**src/rtl/mbps_pkg.sv**
```systemverilog
// Shared types and constants for the masked byte pattern scanner.
package mbps_pkg;

    localparam int MAX_PATTERN_DEF = 16;
    localparam int CFG_IDX_W       = 3;
    localparam int ADDR_W          = 64;

    // configuration register indexes
    localparam logic [CFG_IDX_W-1:0] CFG_PATTERN_LOW  = 3'd0;
    localparam logic [CFG_IDX_W-1:0] CFG_PATTERN_HIGH = 3'd1;
    localparam logic [CFG_IDX_W-1:0] CFG_CARE_MASK    = 3'd2;
    localparam logic [CFG_IDX_W-1:0] CFG_PATTERN_LEN  = 3'd3;
    localparam logic [CFG_IDX_W-1:0] CFG_BASE_ADDR    = 3'd4;

    localparam logic [15:0] CARE_MASK_RST   = 16'hFFFF;
    localparam logic [4:0]  PATTERN_LEN_RST = 5'd1;

    typedef struct packed {
        logic [7:0] data_byte;
        logic       final_byte;
    } t_in_word;

    typedef struct packed {
        logic              found;
        logic [ADDR_W-1:0] match_address;
    } t_out_word;

    typedef struct packed {
        logic [63:0]       pattern_low_bytes;
        logic [63:0]       pattern_high_bytes;
        logic [15:0]       care_mask;
        logic [4:0]        pattern_length;
        logic [ADDR_W-1:0] region_base;
    } t_cfg;

    // scan result handed from the compare stage to the output stage
    typedef struct packed {
        logic              valid;
        logic              found;
        logic [ADDR_W-1:0] start_offset;
    } t_res;

endpackage

```
**src/rtl/masked_byte_pattern_scanner.sv**
```systemverilog
// Top level of the masked byte pattern scanner.
//
//  channel | direction | handshake                 | word
//  --------+-----------+---------------------------+-------------------------------
//  in      | input     | i_in_valid / o_in_stall   | t_in_word  (data_byte, final_byte)
//  out     | output    | o_out_valid / i_out_stall | t_out_word (found, match_address)
//  cfg     | input     | i_cfg_valid / o_cfg_ready | i_cfg_index, i_cfg_data
//
// One byte is taken every cycle while o_in_stall is low; a result passes through
// the input register, the window compare and the address add in the output register.
// The window compare over all pattern positions is done in parallel.
// Synchronous active-low reset clears all handshake and scan state but the window bytes.
// Stalls on the out channel fill the pipeline before o_in_stall rises.
module masked_byte_pattern_scanner #(
    parameter int MAX_PATTERN = mbps_pkg::MAX_PATTERN_DEF
) (
    input  logic                           i_clk,
    input  logic                           i_rst_n,
    input  logic                           i_in_valid,
    output logic                           o_in_stall,
    input  mbps_pkg::t_in_word             i_in,
    output logic                           o_out_valid,
    input  logic                           i_out_stall,
    output mbps_pkg::t_out_word            o_out,
    input  logic                           i_cfg_valid,
    output logic                           o_cfg_ready,
    input  logic [mbps_pkg::CFG_IDX_W-1:0] i_cfg_index,
    input  logic [63:0]                    i_cfg_data
);
    import mbps_pkg::*;

    t_cfg w_cfg;
    t_res w_res;
    logic w_out_free;

    mbps_cfg u_cfg (
        .i_clk       (i_clk),
        .i_rst_n     (i_rst_n),
        .i_cfg_valid (i_cfg_valid),
        .o_cfg_ready (o_cfg_ready),
        .i_cfg_index (i_cfg_index),
        .i_cfg_data  (i_cfg_data),
        .o_cfg       (w_cfg)
    );

    mbps_core #(
        .MAX_PATTERN (MAX_PATTERN)
    ) u_core (
        .i_clk      (i_clk),
        .i_rst_n    (i_rst_n),
        .i_in_valid (i_in_valid),
        .o_in_stall (o_in_stall),
        .i_in       (i_in),
        .i_cfg      (w_cfg),
        .i_out_free (w_out_free),
        .o_res      (w_res)
    );

    mbps_out u_out (
        .i_clk         (i_clk),
        .i_rst_n       (i_rst_n),
        .i_res         (w_res),
        .i_region_base (w_cfg.region_base),
        .o_out_free    (w_out_free),
        .o_out_valid   (o_out_valid),
        .i_out_stall   (i_out_stall),
        .o_out         (o_out)
    );

endmodule

```
**src/rtl/mbps_cfg.sv**
```systemverilog
// Configuration register file of the masked byte pattern scanner.
module mbps_cfg (
    input  logic                             i_clk,
    input  logic                             i_rst_n,
    input  logic                             i_cfg_valid,
    output logic                             o_cfg_ready,
    input  logic [mbps_pkg::CFG_IDX_W-1:0]   i_cfg_index,
    input  logic [63:0]                      i_cfg_data,
    output mbps_pkg::t_cfg                   o_cfg
);
    import mbps_pkg::*;

    t_cfg r_cfg;

    assign o_cfg_ready = 1'b1;
    assign o_cfg       = r_cfg;

    always_ff @(posedge i_clk) begin
        if (!i_rst_n) begin
            r_cfg.pattern_low_bytes  <= '0;
            r_cfg.pattern_high_bytes <= '0;
            r_cfg.care_mask          <= CARE_MASK_RST;
            r_cfg.pattern_length     <= PATTERN_LEN_RST;
            r_cfg.region_base        <= '0;
        end else if (i_cfg_valid) begin
            case (i_cfg_index)
                CFG_PATTERN_LOW:  r_cfg.pattern_low_bytes  <= i_cfg_data;
                CFG_PATTERN_HIGH: r_cfg.pattern_high_bytes <= i_cfg_data;
                CFG_CARE_MASK:    r_cfg.care_mask          <= i_cfg_data[15:0];
                CFG_PATTERN_LEN:  r_cfg.pattern_length     <= i_cfg_data[4:0];
                CFG_BASE_ADDR:    r_cfg.region_base        <= i_cfg_data;
                default: ;
            endcase
        end
    end

endmodule

```
**src/rtl/mbps_core.sv**
```systemverilog
// Input register, byte window, scan state and masked compare with result register.
module mbps_core #(
    parameter int MAX_PATTERN = mbps_pkg::MAX_PATTERN_DEF
) (
    input  logic               i_clk,
    input  logic               i_rst_n,
    input  logic               i_in_valid,
    output logic               o_in_stall,
    input  mbps_pkg::t_in_word i_in,
    input  mbps_pkg::t_cfg     i_cfg,
    input  logic               i_out_free,
    output mbps_pkg::t_res     o_res
);
    import mbps_pkg::*;

    localparam int LW   = $clog2(MAX_PATTERN + 1);
    localparam int IW   = (MAX_PATTERN > 1) ? $clog2(MAX_PATTERN) : 1;
    localparam int NCMP = (MAX_PATTERN < 16) ? MAX_PATTERN : 16;

    // input stage
    logic       r_in_v;
    t_in_word   r_in;

    // scan state
    logic [7:0]        r_win [MAX_PATTERN];
    logic [7:0]        n_win [MAX_PATTERN];
    logic [LW-1:0]     r_fill, n_fill;
    logic [ADDR_W-1:0] r_offset, n_offset;
    logic              r_seen, n_seen;

    // result stage
    logic              r_res_v, n_res_v;
    logic              r_res_found, n_res_found;
    logic [ADDR_W-1:0] r_res_offs, n_res_offs;

    logic          w_res_free, w_in_free, w_take;
    logic [LW-1:0] w_n;
    logic [LW-1:0] w_fill_inc;
    logic [127:0]  w_pat;
    logic          w_eq;
    logic          w_hit;

    assign w_res_free = !r_res_v || i_out_free;
    assign w_in_free  = !r_in_v || w_res_free;
    assign w_take     = r_in_v && w_res_free;
    assign o_in_stall = !w_in_free;

    assign o_res.valid        = r_res_v;
    assign o_res.found        = r_res_found;
    assign o_res.start_offset = r_res_offs;

    assign w_pat = {i_cfg.pattern_high_bytes, i_cfg.pattern_low_bytes};

    // effective pattern length: zero acts as one, clipped to the window depth
    always_comb begin
        if (i_cfg.pattern_length == '0) begin
            w_n = LW'(1);
        end else if (32'(i_cfg.pattern_length) > 32'(MAX_PATTERN)) begin
            w_n = LW'(MAX_PATTERN);
        end else begin
            w_n = LW'(i_cfg.pattern_length);
        end
    end

    assign w_fill_inc = (32'(r_fill) < 32'(MAX_PATTERN)) ? r_fill + LW'(1) : r_fill;

    always_comb begin
        n_win[0] = r_in.data_byte;
        for (int k = 1; k < MAX_PATTERN; k++) begin
            n_win[k] = r_win[k-1];
        end
    end

    // pattern byte j lines up with window entry n-1-j (entry 0 is newest)
    always_comb begin
        w_eq = 1'b1;
        for (int j = 0; j < NCMP; j++) begin
            if (j < 32'(w_n) && i_cfg.care_mask[j]) begin
                if (n_win[IW'(32'(w_n) - 1 - j)] != w_pat[8*j +: 8]) begin
                    w_eq = 1'b0;
                end
            end
        end
    end

    assign w_hit = (w_fill_inc >= w_n) && w_eq;

    always_comb begin
        n_fill      = r_fill;
        n_offset    = r_offset;
        n_seen      = r_seen;
        n_res_v     = r_res_v;
        n_res_found = r_res_found;
        n_res_offs  = r_res_offs;
        if (w_res_free) begin
            n_res_v = 1'b0;
        end
        if (w_take) begin
            n_res_found = w_hit;
            n_res_offs  = r_offset - ADDR_W'(w_n - LW'(1));
            if (!r_seen) begin
                n_fill   = w_fill_inc;
                n_offset = r_offset + ADDR_W'(1);
                n_seen   = w_hit;
                n_res_v  = w_hit || r_in.final_byte;
            end
            if (r_in.final_byte) begin
                n_fill   = '0;
                n_offset = '0;
                n_seen   = 1'b0;
            end
        end
    end

    always_ff @(posedge i_clk) begin
        if (!i_rst_n) begin
            r_in_v   <= 1'b0;
            r_res_v  <= 1'b0;
            r_fill   <= '0;
            r_offset <= '0;
            r_seen   <= 1'b0;
        end else begin
            if (w_in_free) begin
                r_in_v <= i_in_valid;
            end
            r_res_v  <= n_res_v;
            r_fill   <= n_fill;
            r_offset <= n_offset;
            r_seen   <= n_seen;
        end
    end

    // payload registers
    always_ff @(posedge i_clk) begin
        if (w_in_free && i_in_valid) begin
            r_in <= i_in;
        end
        if (w_take && !r_seen) begin
            r_win <= n_win;
        end
        r_res_found <= n_res_found;
        r_res_offs  <= n_res_offs;
    end

endmodule

```
**src/rtl/mbps_out.sv**
```systemverilog
// Output register: adds the base address to the match offset, or gives address zero when not found.
module mbps_out (
    input  logic                i_clk,
    input  logic                i_rst_n,
    input  mbps_pkg::t_res      i_res,
    input  logic [63:0]         i_region_base,
    output logic                o_out_free,
    output logic                o_out_valid,
    input  logic                i_out_stall,
    output mbps_pkg::t_out_word o_out
);
    import mbps_pkg::*;

    logic      r_out_v;
    t_out_word r_out;
    t_out_word n_out;

    assign o_out_free  = !r_out_v || !i_out_stall;
    assign o_out_valid = r_out_v;
    assign o_out       = r_out;

    always_comb begin
        n_out.found         = i_res.found;
        n_out.match_address = i_res.found ? i_region_base + i_res.start_offset : '0;
    end

    always_ff @(posedge i_clk) begin
        if (!i_rst_n) begin
            r_out_v <= 1'b0;
        end else if (o_out_free) begin
            r_out_v <= i_res.valid;
        end
    end

    always_ff @(posedge i_clk) begin
        if (o_out_free && i_res.valid) begin
            r_out <= n_out;
        end
    end

endmodule

```
**config.mk**
```make
export PLATFORM = sky130hd
export DESIGN_NAME = masked_byte_pattern_scanner
export DESIGN_NICKNAME = d
export VERILOG_FILES = /design/src/rtl/mbps_pkg.sv /design/src/rtl/masked_byte_pattern_scanner.sv /design/src/rtl/mbps_cfg.sv /design/src/rtl/mbps_core.sv /design/src/rtl/mbps_out.sv
export SDC_FILE = /design/constraint.sdc
export NUM_CORES = 2
export LEC_CHECK = 0
export BUFFER_PORTS_ARGS = -buffer_cell sky130_fd_sc_hd__buf_4
export CORE_ASPECT_RATIO = 1.75
export CORE_MARGIN = 8
export CORE_UTILIZATION = 25
export DETAILED_ROUTE_END_ITERATION = 12
export PLACE_DENSITY = 0.45
export SETUP_SLACK_MARGIN = 0.3
export SYNTH_ARGS = -nofsm -noshare
export SYNTH_HDL_FRONTEND = slang
export SYNTH_SLANG_ARGS = --single-unit
export TNS_END_PERCENT = 5
```
**constraint.sdc**
```tcl
create_clock -name i_clk -period 17.5 [get_ports i_clk]
set_input_delay 0 -clock i_clk [delete_from_list [all_inputs] [get_ports i_clk]]
set_output_delay 0 -clock i_clk [all_outputs]
set_load 0.1 [all_outputs]
```
==> flow_metrics.tcl <==
set metrics [dict create \
    area_growth_pct 16.0 \
    power.switching_uw 984 \
    hp-start "i_in[4]" \
    reg2reg_from "u_cfg.o_cfg[68]$_SDFFE_PN0P_" \
    synth_top_family_by_area "multiplexers" \
    cts-root-buf "clkbuf_16" \
    synth_top_cell_area_share 0.222 \
    max_slew_margin 0.219 \
    clkSlewWorstSetupHoldPaths_ns 0.07 \
    synth_most_common_cell "nand2_1" \
    max_cap_violations 0 \
    holdPathEnd "u_core.n_win[123]$_DFFE_PP_" \
    fillCellCount 14400 \
    post_cts_resized 0 \
    drt_wl_total_um 132000 \
    p_total_uw 3330 \
    rsz0062_at_grt "no" \
    synth.area.mux_share 0.177 \
    synth_commonest_cells "nand2_1, dfxtp_1, mux2i_1" \
    clock-sinks 545 \
    synth_xor_area_frac 0.0778 \
    io_pins 149 \
    start_util 0.252 \
    cts_hold_buf 86 \
    clock_latency_ns 0.66 \
    max_freq_mhz 154 \
    dieWidth_um 299 \
    synth_cell_type_count 86 \
    grt_max_degree 88 \
    cpMostUsedCell "inv_4" \
    r2r_slack_ns 11.01 \
    critPathCaptureType "flip-flop" \
    place.gp.congestion 0.978 \
    finalHoldViolCount 0 \
    drtIter0Drc 1813 \
    dp_slack_ns 11.00 \
    slew_violations 0 \
    swShare 0.296 \
    core_sq_um 139000 \
    holdWs_ns 0.0804 \
    setup_ws_ns 11.01 \
    antenna_found_initial 5 \
    synthesis.area_sq_um 35000 \
    drc 0 \
    synth-simple-area-share 0.138 \
    vdd_ir_drop_max_mv 0.0720 \
    finalCritPeriodShare 0.371 \
    async_flop_share 0 \
    synth_fp_nets 3685 \
    finalNetCount 3818 \
    yosysSeqAreaShare 0.386 \
    synth_fa_ha_area_frac 0.0526 \
    cts_tree "done" \
    drt_pass1_iterations 5 \
    p_leak_uw 0.0161 \
    cp_max_fo 33 \
    synth-compound-area-share 0.137 \
    final_layout_size_suffix_gt1_frac 0.132 \
    ctsHtreeMaxLevel 2 \
    synth-edff-count 259 \
    postSynthAreaPerCell_sq_um 10.1 \
    min_path_type "input port to flip-flop" \
    wire_per_inst_um 24.2 \
    grt_pass1_vias 27500 \
    worst_r2r_endpoint "u_core.r_res_offs[62]$_DFFE_PP_" \
    max_stage_delay_ns 0.76 \
    grt_pass1_wl_um 192000 \
    ys_ff_latch 545 \
    drt.antenna.violating_nets 0 \
    dieArea_sq_um 153000 \
    crit_chain "inv_4 > o21a_4 > inv_2 > ha_1 > xor2_4 > inv_4 > or3_1 > a31oi_1 > o2111a_1 > o211a_1 > nor3_1 > o211ai_1 > a21oi_1 > o21ai_1 > a221oi_1 > xnor2_1" \
    rr_worst_depth 16 \
    finish.utilization 0.292 \
    period_needed_ns 6.49 \
    yosysTopAreaCell "edfxtp_1" \
    holdPathStages 2 \
    track_usage 0.167 \
    overflow 0 \
    arrival_ns 6.89 \
    finalClockSkew_ns 0.0172 \
    status "finished, final reports clean" \
    p_int_uw 2340 \
    cellPowerDensity_nw_per_um2 82.0 \
    finalSetupTns_ns 0 \
    cts_buffers 56 \
    synth_warnings 0 \
    synth_area_leaders "edfxtp_1, dfxtp_1, mux4_2" \
    dp.final_hpwl_um 103000 \
    combPwrFrac 0.193 \
    viasPerCell 4.97 \
    cpMaxStageDelayCell "xor2_4" \
    critical_path_class "flip-flop to flip-flop" \
    worst_pin_slew_ns 1.17 \
    port_buffers 147 \
    crit_required_ns 17.89 \
    synthCells 3459 \
    startpoint_type "flip-flop" \
    die_h_um 511 \
    clkPwrFrac 0.377 \
    rows 181 \
    clock_path_buffers 3 \
    setup_viol 0 \
    seq_power_share 0.430 \
    post_cts_buffers 0 \
    ys_dominant_reg_cell "dfxtp_1" \
    vias 27200 \
]
-- worst max path at each step --
stage                                         startpoint                              end  slack (ns)
after floorplan           u_out.o_out_valid$_SDFFE_PN0P_        u_core.r_res_v$_SDFF_PN0_       10.73
after global placement      u_cfg.o_cfg[68]$_SDFFE_PN0P_  u_core.r_res_offs[62]$_DFFE_PP_       11.01
after detailed placement    u_cfg.o_cfg[68]$_SDFFE_PN0P_       u_core.r_seen$_SDFFE_PN0P_       11.00
after CTS                   u_cfg.o_cfg[68]$_SDFFE_PN0P_  u_core.r_res_offs[62]$_DFFE_PP_       10.99
after global routing        u_cfg.o_cfg[68]$_SDFFE_PN0P_       u_core.r_seen$_SDFFE_PN0P_       10.62
final                       u_cfg.o_cfg[68]$_SDFFE_PN0P_  u_core.r_res_offs[62]$_DFFE_PP_       11.01
-- cells by family (layout without fill, tap and decap cells) --
logic type	after synthesis	after routing
other	1	5
multiplexers	427	427
AND/OR/NAND/NOR	1097	1097
AO/OA/AOI/OAI	697	697
XOR/XNOR	303	303
buffers and inverters	243	424
adder cells (fa/ha/maj)	146	146
flip-flops	545	545
-- stage by stage --
stage          instances  area (sq um)
6_report            5474         40500
5_1_grt             5472         40500
4_1_cts             5470         40500
3_5_place_dp        5278         37800
3_3_place_gp        5278         37800
2_1_floorplan       3459         35000
-- cell type report --
type | count | area, sq um | area share
Multi-Input combinational cell | 2671 | 20400 | 0.504
Tap cell | 1830 | 2290 | 0.0565
Sequential cell | 545 | 13500 | 0.333
Antenna cell | 4 | 10.0 | 0.000247
Inverter | 50 | 194 | 0.00478
Clock inverter | 26 | 215 | 0.00531
Timing Repair Buffer | 268 | 2230 | 0.0550
Clock buffer | 80 | 1660 | 0.0409
-- state kept, by name, summed over array words and instances (netlist names), 5 cells and up --
name,count
u_cfg.o_cfg,213
u_core.n_win,128
u_out.o_out,65
u_core.r_offset,64
u_core.r_res_offs,64
u_core.r_fill,5
-- layout by cell type, fill, tap and decap left out, types with 73 or more instances in the layout --
master and instances:
a21boi_0 197, a21o_1 122, a21oi_1 137, buf_4 181, dfxtp_1 286, dlygate4sd3_1 86, edfxtp_1 259, ha_1 142
mux2i_1 262, mux4_2 140, nand2_1 601, nor2_1 184, o21ai_0 73, xnor2_1 196, xor2_1 101
-- worst max-delay path, delay by kind of cell, from the launching register on --
| family | cells | cell delay (ns) |
|---|---|---|
| AOI/OAI and AO/OA | 8 | 2.43 |
| xor gates and xnor gates | 2 | 0.89 |
| adders and majority gates | 1 | 0.43 |
| buffers and inverters | 3 | 1.13 |
| DFF | 1 | 0.70 |
| and+or+nand+nor | 2 | 0.60 |
-- power by group through the flow --
| stage | Combinational (uW) | Clock (uW) | Sequential (uW) |
|---|---|---|---|
| 2_1_floorplan | 412 | 0 | 1460 |
| 5_1_grt | 689 | 1340 | 1430 |
| 3_5_place_dp | 628 | 0 | 1460 |
| 3_3_place_gp | 627 | 0 | 1460 |
| 6_report | 641 | 1250 | 1430 |
| 4_1_cts | 646 | 1300 | 1430 |
-- per-layer routing --
| metal | part of all wire | vias to the layer above | track usage |
|---|---|---|---|
| li1 | - | 12900 | - |
| met1 | 0.36 | 13400 | 0.172 |
| met2 | 0.52 | 630 | 0.309 |
| met3 | 0.031 | 254 | 0.0190 |
| met4 | 0.088 | 0 | 0.124 |
| met5 | 0 | - | 0 |
No activity file was read; power rests on OpenSTA's default activity.
